===== config.mk =====
export PLATFORM = sky130hd
export DESIGN_NAME = dstfp_parse
export DESIGN_NICKNAME = d
export VERILOG_FILES = /design/src/rtl/decimal_string_to_fixed_point_defines.svh /design/src/rtl/dstfp_pkg.sv /design/src/rtl/dstfp_parse.sv
export SDC_FILE = /design/constraint.sdc
export NUM_CORES = 1
export LEC_CHECK = 0
export ABC_CLOCK_PERIOD_IN_PS = 4160
export BUFFER_PORTS_ARGS = -buffer_cell sky130_fd_sc_hd__buf_2
export CAP_MARGIN = 10
export CORE_ASPECT_RATIO = 1.25
export CORE_MARGIN = 2
export CORE_UTILIZATION = 50
export CTS_CLUSTER_DIAMETER = 120
export DETAILED_ROUTE_END_ITERATION = 6
export PLACE_DENSITY = 0.81
export SLEW_MARGIN = 40
export SYNTH_ARGS = -nofsm -noshare
export SYNTH_HDL_FRONTEND = slang
export SYNTH_SLANG_ARGS = --single-unit

===== constraint.sdc =====
create_clock -name clk -period 4.16 [get_ports clk]
set_clock_uncertainty 0.15 [all_clocks]
set_input_delay 0.208 -clock clk [delete_from_list [all_inputs] [get_ports clk]]
set_output_delay 0.208 -clock clk [all_outputs]
set_load 0.01 [all_outputs]

===== src/rtl/decimal_string_to_fixed_point_defines.svh =====
// Assertion macros shared by the decimal string to fixed point RTL.
// Each macro samples on clk and is disabled while rst is high.
`ifndef DECIMAL_STRING_TO_FIXED_POINT_DEFINES_SVH
`define DECIMAL_STRING_TO_FIXED_POINT_DEFINES_SVH

// same-cycle implication
`define DSTFP_ASSERT_IMPLY(lbl, ante, cons, msg) \
  lbl: assert property (@(posedge clk) disable iff (rst) (ante) |-> (cons)) \
    else $error(msg);

// next-cycle implication
`define DSTFP_ASSERT_NEXT(lbl, ante, cons, msg) \
  lbl: assert property (@(posedge clk) disable iff (rst) (ante) |=> (cons)) \
    else $error(msg);

`endif


===== src/rtl/dstfp_pkg.sv =====
// Types, constants and tables for the decimal string to fixed point block.
// No dependencies.
package dstfp_pkg;

  localparam int WHOLE_W = 34;
  localparam int FRAC_W  = 30;
  localparam int COUNT_W = 4;
  localparam int VALUE_W = 64;

  localparam int QUEUE_DEPTH = 2;
  localparam int QPTR_W      = 1;
  localparam int QCOUNT_W    = 2;

  localparam logic [7:0] CHAR_NUL   = 8'h00;
  localparam logic [7:0] CHAR_ZERO  = 8'h30;
  localparam logic [7:0] CHAR_NINE  = 8'h39;
  localparam logic [7:0] CHAR_MINUS = 8'h2D;
  localparam logic [7:0] CHAR_POINT = 8'h2E;

  localparam logic [1:0] UNIT_NANO  = 2'd0;
  localparam logic [1:0] UNIT_MICRO = 2'd1;
  localparam logic [1:0] UNIT_MILLI = 2'd2;

  localparam logic [WHOLE_W-1:0] WHOLE_LIMIT = 34'd9223372036;
  localparam logic [FRAC_W-1:0]  NANO_SCALE  = 30'd1000000000;
  localparam logic [FRAC_W-1:0]  MICRO_SCALE = 30'd1000000;
  localparam logic [FRAC_W-1:0]  MILLI_SCALE = 30'd1000;

  // floor(x/d) = (x*ceil(2^n/d)) >> n for x < 2^30
  localparam logic [30:0] RECIP_MICRO = 31'd1099511628;
  localparam int          SHIFT_MICRO = 40;
  localparam logic [30:0] RECIP_MILLI = 31'd1125899907;
  localparam int          SHIFT_MILLI = 50;

  localparam logic [VALUE_W-1:0] POS_LIMIT = 64'h7FFF_FFFF_FFFF_FFFF;
  localparam logic [VALUE_W-1:0] NEG_LIMIT = 64'h8000_0000_0000_0000;

  typedef enum logic [1:0] {
    STATUS_OK       = 2'd0,
    STATUS_INVALID  = 2'd1,
    STATUS_OVERFLOW = 2'd2
  } status_t;

  // one finished string, handed from the parser to the scaler
  typedef struct packed {
    logic               negative;
    logic               invalid_seen;
    logic               overflow_seen;
    logic [1:0]         unit;
    logic [WHOLE_W-1:0] whole_acc;
    logic [FRAC_W-1:0]  fraction_acc;
    logic [COUNT_W-1:0] fraction_count;
  } rec_t;

  // 10^(9 - count), count clamped at 9
  function automatic logic [FRAC_W-1:0] frac_weight(input logic [COUNT_W-1:0] count);
    logic [FRAC_W-1:0] w;
    case (count)
      4'd0:    w = 30'd1000000000;
      4'd1:    w = 30'd100000000;
      4'd2:    w = 30'd10000000;
      4'd3:    w = 30'd1000000;
      4'd4:    w = 30'd100000;
      4'd5:    w = 30'd10000;
      4'd6:    w = 30'd1000;
      4'd7:    w = 30'd100;
      4'd8:    w = 30'd10;
      default: w = 30'd1;
    endcase
    return w;
  endfunction

endpackage


===== src/rtl/dstfp_parse.sv =====
// Front end: takes one character per cycle unless stalled; keeps parse state.
// On NUL it pushes the finished string record into the queue. Uses dstfp_pkg.
module dstfp_parse #(
  parameter int FRACTION_DIGITS = 9
) (
  input  logic             clk,
  input  logic             rst,
  input  logic             in_valid,
  output logic             in_stall,
  input  logic [7:0]       character,
  input  logic [1:0]       unit,
  input  logic             q_full,
  output logic             push,
  output dstfp_pkg::rec_t  push_rec
);
  import dstfp_pkg::*;

  logic               first_char, first_char_next;
  logic               negative, negative_next;
  logic               in_fraction, in_fraction_next;
  logic [WHOLE_W-1:0] whole_acc, whole_acc_next;
  logic [FRAC_W-1:0]  fraction_acc, fraction_acc_next;
  logic [COUNT_W-1:0] fraction_count, fraction_count_next;
  logic               invalid_seen, invalid_seen_next;
  logic               overflow_seen, overflow_seen_next;

  logic               accept;
  logic               is_digit;
  logic [3:0]         digit;
  logic [37:0]        whole_ext;
  logic [37:0]        whole_calc;
  logic [FRAC_W-1:0]  frac_calc;

  assign in_stall = q_full;
  assign accept   = in_valid && !in_stall;
  assign is_digit = (character >= CHAR_ZERO) && (character <= CHAR_NINE);
  assign digit    = 4'(character - CHAR_ZERO);

  assign whole_ext  = {4'd0, whole_acc};
  assign whole_calc = (whole_ext << 3) + (whole_ext << 1) + {34'd0, digit};
  assign frac_calc  = (fraction_acc << 3) + (fraction_acc << 1) + {26'd0, digit};

  always_comb begin
    first_char_next     = first_char;
    negative_next       = negative;
    in_fraction_next    = in_fraction;
    whole_acc_next      = whole_acc;
    fraction_acc_next   = fraction_acc;
    fraction_count_next = fraction_count;
    invalid_seen_next   = invalid_seen;
    overflow_seen_next  = overflow_seen;
    push                = 1'b0;

    push_rec.negative       = negative;
    push_rec.invalid_seen   = invalid_seen;
    push_rec.overflow_seen  = overflow_seen;
    push_rec.unit           = unit;
    push_rec.whole_acc      = whole_acc;
    push_rec.fraction_acc   = fraction_acc;
    push_rec.fraction_count = fraction_count;

    if (accept) begin
      if (character == CHAR_NUL) begin
        push                = 1'b1;
        first_char_next     = 1'b1;
        negative_next       = 1'b0;
        in_fraction_next    = 1'b0;
        whole_acc_next      = '0;
        fraction_acc_next   = '0;
        fraction_count_next = '0;
        invalid_seen_next   = 1'b0;
        overflow_seen_next  = 1'b0;
      end else begin
        first_char_next = 1'b0;
        if (is_digit) begin
          if (in_fraction) begin
            // digits past the kept count are checked but dropped
            if (fraction_count < COUNT_W'(FRACTION_DIGITS)) begin
              fraction_acc_next   = frac_calc;
              fraction_count_next = fraction_count + 4'd1;
            end
          end else if (whole_calc > {4'd0, WHOLE_LIMIT}) begin
            overflow_seen_next = 1'b1;
            whole_acc_next     = WHOLE_LIMIT;
          end else begin
            whole_acc_next = whole_calc[WHOLE_W-1:0];
          end
        end else if (character == CHAR_MINUS && first_char) begin
          negative_next = 1'b1;
        end else if (character == CHAR_POINT && !in_fraction) begin
          in_fraction_next = 1'b1;
        end else begin
          invalid_seen_next = 1'b1;
        end
      end
    end
  end

  always_ff @(posedge clk) begin
    if (rst) begin
      first_char     <= 1'b1;
      negative       <= 1'b0;
      in_fraction    <= 1'b0;
      whole_acc      <= '0;
      fraction_acc   <= '0;
      fraction_count <= '0;
      invalid_seen   <= 1'b0;
      overflow_seen  <= 1'b0;
    end else begin
      first_char     <= first_char_next;
      negative       <= negative_next;
      in_fraction    <= in_fraction_next;
      whole_acc      <= whole_acc_next;
      fraction_acc   <= fraction_acc_next;
      fraction_count <= fraction_count_next;
      invalid_seen   <= invalid_seen_next;
      overflow_seen  <= overflow_seen_next;
    end
  end

endmodule


==> results.cfg <==
[clock_network]
path_clk_slew_ps = 70
htree_levels = 3
holdBufCountCts = 0
cts_buffer_depth = 2
cts_sinks = 73
numCtsBuffers = 9
cts_tree = done
clk_latency_ps = 360
cts-root-buf = clkbuf_16

[synth]
netlist_area_mm2 = 0.00750
ys.flop_type = dfxtp_1
async_flop_share_pct = 0
synthCells = 915
synth_edf_count = 0
synth.distinct_cells = 82
ys_seq_elements = 73
synth-seq-area-share_pct = 19.5
yosys_warnings = 0
synthesis.nets = 1056
syn_area_per_cell_um2 = 8.20

[timing]
tightest_slew_ps = 766
slew_viol_final = 0
clock.fmax_ghz = 0.242
fin_crit_ps = 4130
maxSlewHeadroom_pct = 48.8
period_share_pct = 99.2
finalHoldViolCount = 0
setup_viol = 0
hold_slack_ps = 7.47
worst_slack_ps = 34.7

[layout]
final_cell_area_mm2 = 0.00875
mostFrequentLayoutCells = 121 x ha_1, 84 x buf_2, 76 x a21oi_1
mostFrequentLayoutCell = ha_1
area_growth_syn_to_layout_pct = 16.7
fin_cells = 1194
num-nets-final = 1148
diodes = 0
fillerInstances = 1282
drive_gt1_share_pct = 19.8

[worst_setup_path]
r2r_cells = 15
cp_cell_sequence = ha_1 > ha_1 > nand3_1 > nor3b_4 > nand2_1 > a21oi_4 > buf_4 > o21a_4 > o211ai_2 > or3_4 > a2111oi_4 > buf_4 > buf_4 > buf_8 > a31oi_1
critPathMaxStageDelay_ps = 430
endpoint_kind = flop
crit_path_frequent_cell = buf_4
cp_max_fo = 8
start_kind = flop
path_class = reg -> reg
crit_cells = 15
cp.arrival_ps = 4220
slowest_stage = dfxtp_1
rrSetupSlack_ps = 30
critPathBufInv = 4
r2r_end = whole_acc[2]
crit_required_ps = 4250
r2r_start = whole_acc[22]
crit_family = simple AND/OR/NAND/NOR gates

[placed_design]
io_buffers = 84
placed_cells = 1168
dp_hpwl_um = 15900
gp_congestion = 0.972
place_area_mm2 = 0.00818
dp_slack_ps = 18.8

[die]
dieWidth_um = 114
row_count = 50
dieArea_mm2 = 0.0160
die_h_um = 141
io_pins = 89
start_util_pct = 50.6
core_area_mm2 = 0.0148

[route]
via_per_inst = 6.38
drc = 0
first_pass_iters = 5
via_count = 7614
ant_nets = 0
wl_um = 21400
drt_iter0_markers = 629
detail_route.wl_per_cell_um = 18.0

[grt]
grt_use_total_pct = 26.0
grt_max_degree = 39
grt_pass1_vias = 7318
grt_overflow_total = 0
grt_pass1_wl_um = 34300
antenna_found_initial = 0

[hold_path]
holdPathStages = 3
hold_path.class = in -> reg
min_from = character[0]
min_to = fraction_acc[0]

[pwr]
power_leakage_uw = 0.00445
power.density_mw_per_mm2 = 180
peakVddDrop_mv = 0.194

[outcome]
status = completed

[run]
cap_violations = 0
through the flow:
| stage | utilization (%) | power [uW] | TNS (ps) |
|---|---|---|---|
| floorplan | - | 751 | 0 |
| global placement | 55.2 | 768 | 0 |
| detailed placement | 55.2 | 769 | 0 |
| CTS | 57.2 | 1570 | 0 |
| global route | 59.0 | 1610 | -315 |
| finish | 59.0 | 1570 | 0 |
worst min-delay path, cell delays in order:
cell and delay, ps:
buf_2 140, nand2_1 60, a21oi_1 50
layout make-up:
cell class	instances	area [um2]	area share [%]
tap	182	228	2.60
clock inverter	6	67.6	0.772
sequential	73	1460	16.7
clock buffer	10	229	2.62
inverter	30	113	1.29
multi-input combinational	766	5870	67.0
timing repair buffer	127	788	9.01
synth_stat cells (4+ instances only):
master	instances	share of area [%]
xor2_1	21	2.5
or3_1	6	0.50
o21bai_1	7	0.70
nand2b_1	13	1.1
or2_2	6	0.50
mux2i_1	4	0.53
o211ai_1	7	0.70
a31oi_1	19	1.6
fa_1	4	1.1
inv_1	30	1.5
a22o_1	26	3.0
a32o_1	5	0.67
nor2_1	74	3.7
and2_1	7	0.58
buf_2	6	0.40
a41oi_1	5	0.58
o21ai_0	33	2.2
o21ai_1	7	0.47
a21o_1	26	2.6
nor3_1	24	1.6
nand4_1	7	0.58
buf_4	11	1.1
nand2_1	56	2.8
nor4_1	5	0.42
a22oi_1	16	1.6
o21a_1	14	1.4
xnor2_1	23	2.7
ha_1	123	21
and3_1	23	1.9
clkbuf_1	24	1.2
nand3_1	23	1.5
a211oi_1	10	1.0
a311oi_1	7	0.82
o22ai_1	5	0.42
dfxtp_1	73	19
and4_1	5	0.58
a21oi_1	81	5.4
nor2b_1	12	1.0
logic make-up after synthesis:
kind of cell    Yosys count  share of synthesized area, %
xor+xnor                 44                          5.14
compound gates          310                          29.2
fa+ha+maj               127                          21.6
mux                       5                         0.684
simple gates            280                          19.3
flops                    73                          19.5
buf+inv                  76                          4.67
repair_timing:
action | in CTS | in global routing
gates resized for setup | 0 | 44
setup endpoints to repair | 0 | 34
setup buffers | 0 | 6
power breakdown:
part	switching, uW	internal [uW]	leakage (uW)
Clock	350	468	0.000144
Combinational	35.0	19.0	0.00372
Sequential	1.61	700	0.000588
Total	387	1190	0.00445
worst max path at each step:
stage	startpoint	slack, ps	end
3_5_place_dp	character[3]	20	whole_acc[10]
5_1_grt	whole_acc[0]	-30	whole_acc[8]
2_1_floorplan	whole_acc[0]	190	overflow_seen
4_1_cts	whole_acc[0]	1	whole_acc[10]
6_report	whole_acc[22]	30	whole_acc[2]
3_3_place_gp	character[3]	10	whole_acc[10]
metal layers:
metal	wire, um	vias up	part of all wire (%)	track usage, %
met5	0	-	0	0
met4	1020	0	4.8	14.1
met3	1280	86	6.0	4.39
met2	10600	297	50	45.9
met1	8500	3584	40	29.6
li1	-	3647	-	-
flip-flops by register name (all words and copies together), names as in the netlist:
signal,flops
overflow_seen,1
invalid_seen,1
whole_acc,34
fraction_acc,30
fraction_count,4
negative,1
first_char,1
in_fraction,1
(Power assumes the default switching activity.)
