**src/rtl/decimal_string_to_fixed_point_defines.svh**
```systemverilog
// Assertion macros shared by the decimal string to fixed point RTL.
// Each macro samples on clk and is disabled while rst is high.
`ifndef DECIMAL_STRING_TO_FIXED_POINT_DEFINES_SVH
`define DECIMAL_STRING_TO_FIXED_POINT_DEFINES_SVH

// same-cycle implication
`define DSTFP_ASSERT_IMPLY(lbl, ante, cons, msg) \
  lbl: assert property (@(posedge clk) disable iff (rst) (ante) |-> (cons)) \
    else $error(msg);

// next-cycle implication
`define DSTFP_ASSERT_NEXT(lbl, ante, cons, msg) \
  lbl: assert property (@(posedge clk) disable iff (rst) (ante) |=> (cons)) \
    else $error(msg);

`endif

```
**src/rtl/dstfp_pkg.sv**
```systemverilog
// Types, constants and tables for the decimal string to fixed point block.
// No dependencies.
package dstfp_pkg;

  localparam int WHOLE_W = 34;
  localparam int FRAC_W  = 30;
  localparam int COUNT_W = 4;
  localparam int VALUE_W = 64;

  localparam int QUEUE_DEPTH = 2;
  localparam int QPTR_W      = 1;
  localparam int QCOUNT_W    = 2;

  localparam logic [7:0] CHAR_NUL   = 8'h00;
  localparam logic [7:0] CHAR_ZERO  = 8'h30;
  localparam logic [7:0] CHAR_NINE  = 8'h39;
  localparam logic [7:0] CHAR_MINUS = 8'h2D;
  localparam logic [7:0] CHAR_POINT = 8'h2E;

  localparam logic [1:0] UNIT_NANO  = 2'd0;
  localparam logic [1:0] UNIT_MICRO = 2'd1;
  localparam logic [1:0] UNIT_MILLI = 2'd2;

  localparam logic [WHOLE_W-1:0] WHOLE_LIMIT = 34'd9223372036;
  localparam logic [FRAC_W-1:0]  NANO_SCALE  = 30'd1000000000;
  localparam logic [FRAC_W-1:0]  MICRO_SCALE = 30'd1000000;
  localparam logic [FRAC_W-1:0]  MILLI_SCALE = 30'd1000;

  // floor(x/d) = (x*ceil(2^n/d)) >> n for x < 2^30
  localparam logic [30:0] RECIP_MICRO = 31'd1099511628;
  localparam int          SHIFT_MICRO = 40;
  localparam logic [30:0] RECIP_MILLI = 31'd1125899907;
  localparam int          SHIFT_MILLI = 50;

  localparam logic [VALUE_W-1:0] POS_LIMIT = 64'h7FFF_FFFF_FFFF_FFFF;
  localparam logic [VALUE_W-1:0] NEG_LIMIT = 64'h8000_0000_0000_0000;

  typedef enum logic [1:0] {
    STATUS_OK       = 2'd0,
    STATUS_INVALID  = 2'd1,
    STATUS_OVERFLOW = 2'd2
  } status_t;

  // one finished string, handed from the parser to the scaler
  typedef struct packed {
    logic               negative;
    logic               invalid_seen;
    logic               overflow_seen;
    logic [1:0]         unit;
    logic [WHOLE_W-1:0] whole_acc;
    logic [FRAC_W-1:0]  fraction_acc;
    logic [COUNT_W-1:0] fraction_count;
  } rec_t;

  // 10^(9 - count), count clamped at 9
  function automatic logic [FRAC_W-1:0] frac_weight(input logic [COUNT_W-1:0] count);
    logic [FRAC_W-1:0] w;
    case (count)
      4'd0:    w = 30'd1000000000;
      4'd1:    w = 30'd100000000;
      4'd2:    w = 30'd10000000;
      4'd3:    w = 30'd1000000;
      4'd4:    w = 30'd100000;
      4'd5:    w = 30'd10000;
      4'd6:    w = 30'd1000;
      4'd7:    w = 30'd100;
      4'd8:    w = 30'd10;
      default: w = 30'd1;
    endcase
    return w;
  endfunction

endpackage

```
**src/rtl/dstfp_queue.sv**
```systemverilog
// Two-entry queue of string records between the parser and the scaler.
// Uses dstfp_pkg and the shared assertion macros.
`include "decimal_string_to_fixed_point_defines.svh"

module dstfp_queue (
  input  logic             clk,
  input  logic             rst,
  input  logic             push,
  input  dstfp_pkg::rec_t  push_rec,
  output logic             full,
  input  logic             pop,
  output dstfp_pkg::rec_t  pop_rec,
  output logic             empty
);
  import dstfp_pkg::*;

  rec_t                entries [QUEUE_DEPTH];
  logic [QPTR_W-1:0]   wr_ptr;
  logic [QPTR_W-1:0]   rd_ptr;
  logic [QCOUNT_W-1:0] count;

  assign full    = (count == QCOUNT_W'(QUEUE_DEPTH));
  assign empty   = (count == '0);
  assign pop_rec = entries[rd_ptr];

  always_ff @(posedge clk) begin
    if (push) begin
      entries[wr_ptr] <= push_rec;
    end
  end

  always_ff @(posedge clk) begin
    if (rst) begin
      wr_ptr <= '0;
      rd_ptr <= '0;
      count  <= '0;
    end else begin
      if (push) begin
        wr_ptr <= wr_ptr + 1'b1;
      end
      if (pop) begin
        rd_ptr <= rd_ptr + 1'b1;
      end
      case ({push, pop})
        2'b10:   count <= count + 1'b1;
        2'b01:   count <= count - 1'b1;
        default: count <= count;
      endcase
    end
  end

  `DSTFP_ASSERT_IMPLY(a_no_push_full, push, !full, "queue push while full")
  `DSTFP_ASSERT_IMPLY(a_no_pop_empty, pop, !empty, "queue pop while empty")
  `DSTFP_ASSERT_IMPLY(a_count_bound, 1'b1, count <= QCOUNT_W'(QUEUE_DEPTH), "queue count overrun")

endmodule

```
**config.mk**
```make
export PLATFORM = sky130hd
export DESIGN_NAME = dstfp_queue
export DESIGN_NICKNAME = d
export VERILOG_FILES = /design/src/rtl/dstfp_pkg.sv /design/src/rtl/dstfp_queue.sv
export VERILOG_INCLUDE_DIRS = /design/src /design/src/rtl
export SDC_FILE = /design/constraint.sdc
export NUM_CORES = 1
export LEC_CHECK = 0
export ABC_AREA = 1
export BUFFER_PORTS_ARGS = -buffer_cell sky130_fd_sc_hd__buf_2
export CAP_MARGIN = 20
export CORE_ASPECT_RATIO = 2
export CORE_MARGIN = 1
export CORE_UTILIZATION = 40
export DETAILED_ROUTE_END_ITERATION = 10
export MAX_ROUTING_LAYER = met4
export PLACE_DENSITY = 0.6
export SYNTH_ARGS = -nofsm -noshare
export SYNTH_HDL_FRONTEND = slang
export SYNTH_SLANG_ARGS = --single-unit
```
**constraint.sdc**
```tcl
create_clock -name clk -period 8.5 [get_ports clk]
set_clock_uncertainty 0.15 [all_clocks]
set_input_delay 2.125 -clock clk [delete_from_list [all_inputs] [get_ports clk]]
set_output_delay 2.125 -clock clk [all_outputs]
set_load 0.01 [all_outputs]
```
==> out/summary.json, run 1 <==
{
  "global_route": {
    "antenna_found_initial": 1,
    "global_route_wire_length_before_repair_microns": 15470,
    "grt_use_total_pct": 14.87,
    "global_route.overflow_total": 0,
    "grt_max_degree": 60,
    "number_of_global_route_vias_before_repair": 3024
  },
  "synth": {
    "postSynthAreaPerCell_sq_um": 22.48,
    "synth.yosys.warnings": 0,
    "synth_sequential_area_ratio_pct": 76.71,
    "yosys.cell_count.top_type": "edfxtp_1",
    "synth.top_cells.by_area": "edfxtp_1 75%, mux2_4 18%, buf_12 2.4%, dfxtp_1 1.7%, nor2_1 0.64%",
    "synth-async-reset-ratio_pct": 0,
    "synth.largest_area_cell": "edfxtp_1",
    "synthDominantCellAreaShare_pct": 75.00,
    "number_of_flops_mapped_to_enable_cells_by_yosys": 146,
    "synthFlopType": "edfxtp_1",
    "synth_nets": 338,
    "postSynthRegisterBits": 151,
    "synth_commonest_cells": "146 x edfxtp_1, 70 x mux2_4, 10 x nor2_1",
    "synth_cell_type_count": 15,
    "synth_cells": 260,
    "syn-cell-area_sq_um": 5846
  },
  "setup_path": {
    "critPathCaptureType": "output pin",
    "crit_fanout": 38,
    "worst_ep_arrival_time_ns": 2.47,
    "cp_data_required_time_ns": 6.23,
    "start_kind": "flop",
    "crit_type": "reg2out"
  },
  "timing": {
    "slew_at_the_pin_closest_to_its_max_slew_limit_ns": 0.8166,
    "layout_worst_path_cycle_share_pct": 55.82,
    "slew_limit_headroom_pct": 45.56,
    "grt_setup_unrepaired": "no",
    "final_period_minus_worst_setup_slack_ns": 4.745,
    "final_hold_viol_count": 0,
    "finalSetupViolCount": 0,
    "max_freq_mhz": 210.8,
    "worst_hold_slack_ns": 0.3708,
    "setup-tns-final_ns": 0,
    "max_slew_violations": 0
  },
  "route": {
    "drc": 0,
    "via_count": 2870,
    "wire_per_inst_microns": 16.29,
    "postRouteAntennaNets": 0,
    "dr.first_iter.drc_count": 106,
    "viasPerCell": 4.541,
    "firstDrtPassIters": 6,
    "routed_wl_microns": 10300
  },
  "power": {
    "power.sequential.fraction_pct": 48.5,
    "power.share.switching_pct": 21.69,
    "share_comb_of_total_power_pct": 10.1,
    "pwr_density_cell_nw_per_um2": 248.0,
    "power.net_switching_w": 0.0003944,
    "cell_internal_pwr_w": 0.001424,
    "total_leakage_power_nw": 2.930,
    "max-vdd-ir-drop_mv": 0.1553,
    "share_clk_of_total_power_pct": 41.5
  },
  "clocking": {
    "clock_tree.buffer_depth": 2,
    "cts_buffers": 17,
    "clock_tree.htree_level_count": 4,
    "postCtsHoldBufs": 0,
    "cts_tree": "built",
    "cts-resized-gates": 0,
    "postCtsSetupBuffers": 0,
    "clkTransAtPathRegs_ns": 0.06,
    "cts_root_buffer": "clkbuf_16",
    "clock_insertion_delay_at_the_later_pin_of_the_skew_report_ns": 0.42,
    "clock-sinks": 151
  },
  "floorplanning": {
    "area_enclosed_by_the_die_boundary_sq_um": 15130,
    "core.rowCount": 62,
    "floorplan.initialDensity_pct": 40.73,
    "io_pins": 152,
    "fp.dieH_microns": 173.0,
    "floorplan_core_area_sq_um": 14350,
    "chipWidth_microns": 87.48
  },
  "final_layout": {
    "final_cell_count_no_fill": 632,
    "post_route_cells_drive_above_1_share_pct": 59.36,
    "fin_nets": 503,
    "area.growth.synth_to_final_pct": 25.43
  },
  "hold_path": {
    "worst_hold_path_type": "reg2reg"
  },
  "placement": {
    "placement.io_buffers": 151,
    "detailed_place_hpwl_microns": 6815,
    "place_congestion": 0.7333,
    "dp.cells": 598
  },
  "run_status": {
    "outcome": "completed"
  },
  "flow_run": {
    "cap_violations": 0
  }
}
[cells by family after synthesis]
family / after synthesis / share of synthesized area (%)
compound gates: 2 / 0.1711
xor+xnor: 1 / 0.1499
fa+ha+maj: 1 / 0.2140
buf+inv: 15 / 3.039
flops: 151 / 76.71
mux: 73 / 18.56
simple gates: 17 / 1.156
[metrics by stage]
step	total power (W)	instance area (sq um)	worst slack, ns	util [%]
after floorplan	0.001021	5846	2.599	-
after global placement	0.001078	6725	4.149	46.86
after detailed placement	0.001085	6725	4.133	46.86
after CTS	0.001846	7327	3.671	51.05
after global routing	0.001885	7330	3.603	51.07
final	0.001818	7332	3.755	51.09
[flip-flops by register name (all words and copies together), names as in the netlist, named ones only]
register  flops
count         2
entries     146
rd_ptr        1
wr_ptr        1
[cell type report]
| class | count | area, sq um |
|---|---|---|
| Antenna cell | 2 | 5.005 |
| Inverter | 7 | 27.53 |
| Sequential cell | 151 | 4488 |
| Tap cell | 192 | 240.2 |
| Timing Repair Buffer | 154 | 778.2 |
| Clock buffer | 18 | 429.2 |
| Clock inverter | 14 | 172.7 |
| Fill cell | 1231 | 7019 |
| Multi-Input combinational cell | 94 | 1191 |
[critical path, cell delays in order, from the launching register on]
cell	delay, ns
dfxtp_4	0.77
buf_4	0.68
mux2_2	0.40
buf_2	0.14
[cell usage in the layout, fill, tap and decap left out, drive strengths merged]
master and instances:
nand4 1, inv 10, xnor2 1, o21ai 1
a21oi 1, clkbuf 18, nor3 1, clkinv 7
clkinvlp 1, dfxtp 5, nand2 5, ha 1
mux2 73, buf 154, nor2 10, bufinv 3
diode 2, edfxtp 146
[layer usage]
layer / vias to the layer above / GRT usage, % / wire length [microns]
met1: 1404 / 14.04 / 3590
met4: 0 / 8.811 / 333
met2: 93 / 25.13 / 5796
met5: - / - / 0
met3: 23 / 5.298 / 577
li1: 1350 / - / -
[power groups by stage]
| stage | Combinational (W) | Clock [W] | Sequential [W] |
|---|---|---|---|
| 2_1_floorplan | 0.000134 | 0 | 0.000888 |
| 3_3_place_gp | 0.000183 | 0 | 0.000895 |
| 3_5_place_dp | 0.000187 | 0 | 0.000898 |
| 4_1_cts | 0.000187 | 0.000776 | 0.000882 |
| 5_1_grt | 0.000197 | 0.000803 | 0.000885 |
| 6_report | 0.000183 | 0.000754 | 0.000881 |
[path summary, 6_finish.rpt]
path	from	endpoint	slack [ns]	depth (start not counted)
max	flop	pop_rec[61]	3.76	3
min	rd_ptr	rd_ptr	0.37	2
max reg2reg	wr_ptr	entries[1][8]	6.43	3
min reg2reg	rd_ptr	rd_ptr	0.37	2
(Power assumes the default switching activity.)
==> run 2: changes to the inputs <==
--- a/config.mk
+++ b/config.mk
@@ -6,7 +6,7 @@
 export SDC_FILE = /design/constraint.sdc
 export NUM_CORES = 1
 export LEC_CHECK = 0
-export ABC_AREA = 1
+export ABC_AREA = 0
 export BUFFER_PORTS_ARGS = -buffer_cell sky130_fd_sc_hd__buf_2
 export CAP_MARGIN = 20
 export CORE_ASPECT_RATIO = 2
@@ -14,7 +14,7 @@
 export CORE_UTILIZATION = 40
 export DETAILED_ROUTE_END_ITERATION = 10
 export MAX_ROUTING_LAYER = met4
-export PLACE_DENSITY = 0.6
+export PLACE_DENSITY = 0.61
 export SYNTH_ARGS = -nofsm -noshare
 export SYNTH_HDL_FRONTEND = slang
 export SYNTH_SLANG_ARGS = --single-unit
==> constraint.sdc (replaced) <==
create_clock -name clk -period 4.5 [get_ports clk]
set_clock_uncertainty 0.15 [all_clocks]
set_input_delay 1.125 -clock clk [delete_from_list [all_inputs] [get_ports clk]]
set_output_delay 1.125 -clock clk [all_outputs]
set_load 0.01 [all_outputs]
==> run 2 against run 1 <==
  * The run now ends with DRC left
  * Final area down 3.3%
  * Non-clock buffer count down 1
  * Sequential share of layout area up 2.1 points
  * Via count down 0.87%
  * Die area down 6.3%
  * Critical path depth down 1
  * Sequential power up 92%
  * Clock-buffer cell count up 4
  * Clock power up 110%
  * Critical path type unchanged
  * Largest cell class unchanged
  * Largest power group unchanged
  * Highest routed layer unchanged
==> out/summary.json, run 2 <==
{
  "global_route": {
    "number_of_global_route_vias_before_repair": {"value": 3011, "change": "-0.43%"},
    "global_route.overflow_total": {"value": 0, "change": "unchanged"},
    "grt_use_total": {"value": 15.50, "unit": "%", "change": "+0.62 points"},
    "global_route_wire_length_before_repair": {"value": 15280, "unit": "microns", "change": "-1.2%"},
    "grt_max_degree": {"value": 74, "change": "+23%"},
    "antenna_found_initial": {"value": 3, "change": "+2"}
  },
  "route": {
    "firstDrtPassIters": {"value": 9, "change": "+3"},
    "routed_wl": {"value": 10210, "unit": "microns", "change": "-0.90%"},
    "dr.first_iter.drc_count": {"value": 140, "change": "+32%"},
    "viasPerCell": {"value": 4.872, "change": "+7.3%"},
    "postRouteAntennaNets": {"value": 0, "change": "unchanged"},
    "drc": {"value": 5, "change": "+5"},
    "via_count": {"value": 2845, "change": "-0.87%"},
    "wire_per_inst": {"value": 17.47, "unit": "microns", "change": "+7.2%"}
  },
  "hold_path": {
    "worst_hold_path_type": "reg2reg"
  },
  "synth": {
    "synth.yosys.warnings": {"value": 0, "change": "unchanged"},
    "synth_sequential_area_ratio": {"value": 81.99, "unit": "%", "change": "+5.3 points"},
    "synth_cell_type_count": {"value": 15, "change": "unchanged"},
    "synth-async-reset-ratio": {"value": 0, "unit": "%", "change": "unchanged"},
    "synthFlopType": "edfxtp_1",
    "synth.largest_area_cell": "edfxtp_1",
    "postSynthAreaPerCell": {"value": 21.96, "unit": "sq um", "change": "-2.3%"},
    "postSynthRegisterBits": {"value": 151, "change": "unchanged"},
    "synthDominantCellAreaShare": {"value": 80.16, "unit": "%", "change": "+5.2 points"},
    "synth_nets": {"value": 327, "change": "-3.3%"},
    "number_of_flops_mapped_to_enable_cells_by_yosys": {"value": 146, "change": "unchanged"},
    "yosys.cell_count.top_type": "edfxtp_1",
    "syn-cell-area": {"value": 5469, "unit": "sq um", "change": "-6.4%"},
    "synth_cells": {"value": 249, "change": "-4.2%"},
    "synth.top_cells.by_area": "edfxtp_1 80%, mux2_2 15%, dfxtp_1 1.8%, buf_4 0.96%, xnor2_1 0.48%",
    "synth_commonest_cells": "146 x edfxtp_1, 73 x mux2_2, 7 x buf_4"
  },
  "final_layout": {
    "final_cell_mix": "151 x buf_2, 146 x edfxtp_1, 73 x mux2_2",
    "largest_register_ff_count": {"value": 146, "change": "unchanged"},
    "fin_nets": {"value": 491, "change": "-2.4%"},
    "top_register": "entries",
    "area.growth.synth_to_final_pct": 29.58,
    "layout.cells.most_common": "buf_2",
    "biggestRegsByFlops": "entries x146, count x2",
    "fill_cells": {"value": 1121, "change": "-8.9%"},
    "post_route_cells_drive_above_1_share": {"value": 61.03, "unit": "%", "change": "+1.7 points"}
  },
  "floorplanning": {
    "core.rowCount": {"value": 60, "change": "-3.2%"},
    "chipWidth": {"value": 84.68, "unit": "microns", "change": "-3.2%"},
    "area_enclosed_by_the_die_boundary": {"value": 14170, "unit": "sq um", "change": "-6.3%"},
    "floorplan.initialDensity": {"value": 40.93, "unit": "%", "change": "+0.19 points"},
    "fp.dieH": {"value": 167.4, "unit": "microns", "change": "-3.2%"},
    "floorplan_core_area": {"value": 13360, "unit": "sq um", "change": "-6.9%"},
    "io_pins": {"value": 152, "change": "unchanged"}
  },
  "placement": {
    "place_congestion": {"value": 0.7722, "change": "+5.3%"},
    "preCtsSetupSlack": {"value": 1.573, "unit": "ns", "change": "-2.560 ns"},
    "placement.io_buffers": {"value": 151, "change": "unchanged"},
    "detailed_place_hpwl": {"value": 6639, "unit": "microns", "change": "-2.6%"}
  },
  "setup_path": {
    "critPathCaptureType": "output pin",
    "start_kind": "flop",
    "worst_path_max_delay_cell": "dfxtp_4",
    "critical-path-top-delay-family": "flip-flops",
    "critical-path-max-stage-delay": {"value": 0.97, "unit": "ns", "change": "+0.20 ns"},
    "timing.critical_path.cells": "mux2_2 -> buf_2",
    "cp_data_required_time": {"value": 3.22, "unit": "ns", "change": "-3.01 ns"},
    "worst_ep_arrival_time": {"value": 2.06, "unit": "ns", "change": "-0.41 ns"},
    "worstPathBufferInverterCount": {"value": 1, "change": "-1"},
    "ff2ff_setup_slack": {"value": 2.66, "unit": "ns", "change": "-3.77 ns"},
    "crit_type": "reg2out",
    "crit_fanout": {"value": 73, "change": "+92%"}
  },
  "power": {
    "total_leakage_power": {"value": 2.674, "unit": "nW", "change": "-8.7%"},
    "pwr_density_cell": {"value": 510.3, "unit": "nW/um^2", "change": "+110%"},
    "max-vdd-ir-drop": {"value": 0.3707, "unit": "mV", "change": "+140%"}
  },
  "timing": {
    "final_period_minus_worst_setup_slack_ns": 3.333,
    "layout_worst_path_cycle_share_pct": 74.06,
    "finalSetupViolCount": {"value": 0, "change": "unchanged"},
    "setup-tns-final": {"value": 0, "unit": "ns", "change": "unchanged"},
    "slew_at_the_pin_closest_to_its_max_slew_limit": {"value": 1.029, "unit": "ns", "change": "+0.2120 ns"},
    "grt_setup_unrepaired": "no",
    "max_freq_mhz": 300.0,
    "final_hold_viol_count": {"value": 0, "change": "unchanged"},
    "timing.final.ws_setup": {"value": 1.167, "unit": "ns", "change": "-2.588 ns"},
    "max_slew_violations": {"value": 0, "change": "unchanged"},
    "slew_limit_headroom": {"value": 31.43, "unit": "%", "change": "-14 points"}
  },
  "clocking": {
    "postCtsSetupBuffers": {"value": 0, "change": "unchanged"},
    "clock_tree.buffer_depth": {"value": 2, "change": "unchanged"},
    "cts_buffers": {"value": 17, "change": "unchanged"},
    "cts_root_buffer": "clkbuf_16",
    "postCtsHoldBufs": {"value": 0, "change": "unchanged"},
    "clkTransAtPathRegs": {"value": 0.06, "unit": "ns", "change": "about the same"},
    "cts-resized-gates": {"value": 0, "change": "unchanged"},
    "clock_insertion_delay_at_the_later_pin_of_the_skew_report": {"value": 0.41, "unit": "ns", "change": "about the same"},
    "clock_tree.htree_level_count": {"value": 4, "change": "unchanged"},
    "clock-sinks": {"value": 151, "change": "unchanged"},
    "cts_tree": "built"
  },
  "run_status": {
    "outcome": "complete, but fails checks",
    "failing_checks": "DRC"
  },
  "flow_run": {
    "cap_violations": {"value": 0, "change": "unchanged"}
  }
}
-- run 2: metal layers --
| layer | vias up | wire length (microns) | share of wire (%) | GRT usage (%) |
|---|---|---|---|---|
| li1 | 1320 | - | - | - |
| met1 | 1403 | 3574 | 35 | 14.56 |
| met2 | 99 | 5777 | 57 | 27.29 |
| met5 | - | 0 | 0 | - |
| met3 | 23 | 471 | 4.6 | 4.239 |
| met4 | 0 | 382 | 3.7 | 9.801 |
-- run 2: final timing paths --
kind | start | end | depth (start not counted)
setup reg to reg | wr_ptr | entries[1][11] | 1
hold / removal | count[1] | count[1] | 2
setup / recovery | flop | pop_rec[49] | 2
hold reg to reg | count[1] | count[1] | 2
-- run 2: through the flow --
step | cells | total power, W | cell area (sq um) | hold slack [ns] | util [%]
after floorplan | 249 | 0.001883 | 5472 | 0.3114 | -
after global placement | 549 | 0.002020 | 6390 | 0.3292 | 47.82
after detailed placement | 549 | 0.002032 | 6390 | 0.3705 | 47.82
after CTS | 581 | 0.003663 | 7079 | 0.3873 | 52.98
after global routing | 584 | 0.003744 | 7087 | 0.4195 | 53.03
final | 584 | 0.003616 | 7087 | 0.3819 | 53.03
-- run 2: cell families after synthesis --
group           after synthesis  share of synthesized area (%)
flops                       151                          81.99
compound gates                2                         0.1828
mux                          73                          15.03
xor+xnor                      4                         0.6407
buf+inv                       9                          1.121
simple gates                  9                         0.8009
fa+ha+maj                     1                         0.2287
-- run 2: cell type report --
class | count | area [sq um] | share of cell area, %
clock buffer | 22 | 474.2 | 6.691
timing repair buffer | 153 | 770.7 | 10.88
antenna | 3 | 7.507 | 0.1059
clock inverter | 10 | 215.2 | 3.037
tap | 155 | 193.9 | 2.737
multi-input combinational | 89 | 933.4 | 13.17
sequential | 151 | 4488 | 63.33
inverter | 1 | 3.754 | 0.05297
-- run 2: tightest hold or removal path, cell delays in order (launching register included) --
cell     delay (ns)
dfxtp_1        0.33
o21ai_0        0.08
a21oi_1        0.07
-- run 2: power breakdown --
group / switching, W / leakage [nW] / total, W / internal [W]
registers: 0.0000458 / 1.41 / 0.00169 / 0.00164
logic: 0.000153 / 0.926 / 0.000307 / 0.000154
clock network: 0.000532 / 0.336 / 0.00162 / 0.00109
==> run 3: changes to the inputs <==
--- a/config.mk
+++ b/config.mk
@@ -6,7 +6,7 @@
 export SDC_FILE = /design/constraint.sdc
 export NUM_CORES = 1
 export LEC_CHECK = 0
-export ABC_AREA = 0
+export ABC_AREA = 1
 export BUFFER_PORTS_ARGS = -buffer_cell sky130_fd_sc_hd__buf_2
 export CAP_MARGIN = 20
 export CORE_ASPECT_RATIO = 2
@@ -14,7 +14,7 @@
 export CORE_UTILIZATION = 40
 export DETAILED_ROUTE_END_ITERATION = 10
 export MAX_ROUTING_LAYER = met4
-export PLACE_DENSITY = 0.61
+export PLACE_DENSITY = 0.63
 export SYNTH_ARGS = -nofsm -noshare
 export SYNTH_HDL_FRONTEND = slang
 export SYNTH_SLANG_ARGS = --single-unit
==> constraint.sdc (replaced) <==
create_clock -name clk -period 2.8 [get_ports clk]
set_clock_uncertainty 0.15 [all_clocks]
set_input_delay 0.7 -clock clk [delete_from_list [all_inputs] [get_ports clk]]
set_output_delay 0.7 -clock clk [all_outputs]
set_load 0.01 [all_outputs]
==> run 3 against run 2 <==
  * The flow now finishes without violations
  * Largest power group unchanged
  * Largest cell class unchanged
  * Non-clock buffer count up 4
  * Flip-flop and latch count unchanged
  * Power increased by 50%
  * Hold slack worse by 0.070 ns
  * Register-to-register slack worse by 1.5 ns
  * Clock-buffer cell count fell by 5
  * Core utilization decreased by 1.6 points
==> out/summary.json, run 3 (same netlist as run 1, synthesis figures left out) <==
{
  "run_status": {
    "outcome": "completed"
  },
  "power": {
    "pwr_density_cell": {"value": 734.6, "unit": "nW/um^2", "change": "+44%"},
    "power.share.switching": {"value": 23.15, "unit": "%", "change": "+2.9 points"},
    "share_clk_of_total_power": {"value": 40.2, "unit": "%", "change": "-4.7 points"},
    "post-layout-total-power": {"value": 0.005424, "unit": "W", "change": "+50%"},
    "power.sequential.fraction": {"value": 49.0, "unit": "%", "change": "+2.4 points"},
    "max-vdd-ir-drop": {"value": 0.4889, "unit": "mV", "change": "+32%"},
    "total_leakage_power": {"value": 2.943, "unit": "nW", "change": "+10%"},
    "power.net_switching": {"value": 0.001256, "unit": "W", "change": "+72%"},
    "cell_internal_pwr": {"value": 0.004168, "unit": "W", "change": "+44%"},
    "share_comb_of_total_power": {"value": 10.9, "unit": "%", "change": "+2.4 points"}
  },
  "route": {
    "wire_per_inst": {"value": 16.48, "unit": "microns", "change": "-5.7%"},
    "dr.first_iter.drc_count": {"value": 156, "change": "+11%"},
    "postRouteAntennaNets": {"value": 0, "change": "unchanged"},
    "via_count": {"value": 2871, "change": "+0.91%"},
    "viasPerCell": {"value": 4.521, "change": "-7.2%"},
    "drc": {"value": 0, "change": "-5"},
    "routed_wl": {"value": 10460, "unit": "microns", "change": "+2.5%"},
    "firstDrtPassIters": {"value": 4, "change": "-5"}
  },
  "final_layout": {
    "area.sequential": {"value": 4488, "unit": "sq um", "change": "unchanged"},
    "biggestRegsByFlops": "entries x146, count x2",
    "design_area": {"value": 7383, "unit": "sq um", "change": "+4.2%"},
    "top_register": "entries",
    "fin_nets": {"value": 506, "change": "+3.1%"},
    "largest_register_ff_count": {"value": 146, "change": "unchanged"},
    "fill_cells": {"value": 1220, "change": "+8.8%"},
    "final_cell_mix": "151 x buf_2, 146 x edfxtp_1, 70 x mux2_4",
    "post-route-util": {"value": 51.45, "unit": "%", "change": "-1.6 points"},
    "post_route_cells_drive_above_1_share": {"value": 60.00, "unit": "%", "change": "-1.0 points"},
    "area.growth.synth_to_final_pct": 26.31,
    "layout.cells.most_common": "buf_2",
    "multi_input_comb_area": {"value": 1191, "unit": "sq um", "change": "+28%"}
  },
  "global_route": {
    "global_route.overflow_total": {"value": 0, "change": "unchanged"},
    "grt_max_degree": {"value": 55, "change": "-26%"},
    "global_route_wire_length_before_repair": {"value": 15790, "unit": "microns", "change": "+3.3%"},
    "number_of_global_route_vias_before_repair": {"value": 3049, "change": "+1.3%"},
    "grt_use_total": {"value": 15.21, "unit": "%", "change": "-0.28 points"},
    "antenna_found_initial": {"value": 3, "change": "unchanged"}
  },
  "setup_path": {
    "r2r_cells": {"value": 3, "change": "+2"},
    "critPathCaptureType": "output pin",
    "cp_data_required_time": {"value": 1.95, "unit": "ns", "change": "-1.27 ns"},
    "worst_ep_arrival_time": {"value": 1.71, "unit": "ns", "change": "-0.35 ns"},
    "worst_reg2reg_endpoint": "entries[1][41]",
    "start_kind": "flop",
    "crit_type": "reg2out",
    "crit_fanout": {"value": 34, "change": "-53%"},
    "ff2ff_setup_slack": {"value": 1.18, "unit": "ns", "change": "-1.48 ns"},
    "reg2reg_from": "wr_ptr"
  },
  "timing": {
    "slew_at_the_pin_closest_to_its_max_slew_limit": {"value": 0.5072, "unit": "ns", "change": "-0.5214 ns"},
    "finalSetupViolCount": {"value": 0, "change": "unchanged"},
    "worst_hold_slack": {"value": 0.3123, "unit": "ns", "change": "-0.06960 ns"},
    "final_hold_viol_count": {"value": 0, "change": "unchanged"},
    "max_slew_violations": {"value": 0, "change": "unchanged"},
    "slew_limit_headroom": {"value": 66.15, "unit": "%", "change": "+35 points"},
    "layout_worst_path_cycle_share_pct": 91.53,
    "grt_setup_unrepaired": "no",
    "final_period_minus_worst_setup_slack_ns": 2.563,
    "setup-tns-final": {"value": 0, "unit": "ns", "change": "unchanged"},
    "max_freq_mhz": 390.2
  },
  "floorplanning": {
    "io_pins": {"value": 152, "change": "unchanged"},
    "chipWidth": {"value": 87.48, "unit": "microns", "change": "+3.3%"},
    "fp.dieH": {"value": 173.0, "unit": "microns", "change": "+3.3%"},
    "area_enclosed_by_the_die_boundary": {"value": 15130, "unit": "sq um", "change": "+6.8%"},
    "floorplan_core_area": {"value": 14350, "unit": "sq um", "change": "+7.4%"},
    "floorplan.initialDensity": {"value": 40.73, "unit": "%", "change": "-0.19 points"},
    "core.rowCount": {"value": 62, "change": "+3.3%"}
  },
  "clocking": {
    "cts_buffers": {"value": 17, "change": "unchanged"},
    "postCtsSetupBuffers": {"value": 0, "change": "unchanged"},
    "clock_tree.buffer_depth": {"value": 2, "change": "unchanged"},
    "cts_root_buffer": "clkbuf_16",
    "cts-resized-gates": {"value": 0, "change": "unchanged"},
    "clkTransAtPathRegs": {"value": 0.07, "unit": "ns", "change": "about the same"},
    "clock-sinks": {"value": 151, "change": "unchanged"},
    "clock_insertion_delay_at_the_later_pin_of_the_skew_report": {"value": 0.42, "unit": "ns", "change": "about the same"},
    "postCtsHoldBufs": {"value": 0, "change": "unchanged"},
    "clock_tree.htree_level_count": {"value": 4, "change": "unchanged"},
    "cts_tree": "built"
  },
  "placement": {
    "placement.io_buffers": {"value": 151, "change": "unchanged"},
    "detailed_place.area": {"value": 6810, "unit": "sq um", "change": "+6.6%"},
    "place_congestion": {"value": 0.7435, "change": "-3.7%"},
    "detailed_place_hpwl": {"value": 7095, "unit": "microns", "change": "+6.9%"}
  },
  "hold_path": {
    "worst_hold_path_type": "in2reg",
    "min_path_cells": {"value": 1, "change": "-1"},
    "timing.hold.worst_endpoint": "entries[1][9]",
    "hp-start": "push_rec[9]"
  },
  "flow_run": {
    "cap_violations": {"value": 0, "change": "unchanged"}
  }
}
-- run 3: how the worst max path moves through the flow --
stage / from / endpoint
final: flop / pop_rec[47]
after global routing: flop / pop_rec[3]
after CTS: flop / pop_rec[49]
after detailed placement: push / entries[1][10]
after global placement: flop / pop_rec[49]
after floorplan: push / entries[1][0]
-- run 3: area by class of cell --
cell class / count / area share, %
sequential: 151 / 60.79
clock inverter: 14 / 1.898
clock buffer: 17 / 5.762
inverter: 7 / 0.3728
tap: 192 / 3.254
timing repair buffer: 157 / 11.69
antenna: 3 / 0.1017
multi-input combinational: 94 / 16.13
-- run 3: power groups by stage --
| stage | registers (W) | logic (W) | clock network (W) |
|---|---|---|---|
| after floorplan | 0.00269 | 0.000407 | 0 |
| after global placement | 0.00270 | 0.000592 | 0 |
| after detailed placement | 0.00271 | 0.000601 | 0 |
| after CTS | 0.00266 | 0.000603 | 0.00223 |
| after global routing | 0.00267 | 0.000638 | 0.00230 |
| final | 0.00266 | 0.000590 | 0.00218 |
-- run 3: routing by layer --
layer  vias to the layer above  GRT usage (%)  share of wire, %
met5                         -              -                 0
met4                         0          9.016               2.3
met3                        14          4.296               4.8
met2                        88          26.63                58
met1                      1412          14.20                35
li1                       1357              -                 -
-- run 3: metrics by stage --
stage          instances  setup slack, ns
3_5_place_dp         601           0.6484
3_3_place_gp         601           0.6780
6_report             635           0.2371
4_1_cts              632           0.1937
5_1_grt              635           0.1694
2_1_floorplan        260          0.03872
-- run 3: worst max-delay path: stages (launching register included) --
cell	delay, ns
dfxtp_4	0.49
buf_12	0.29
mux2_4	0.34
buf_2	0.14
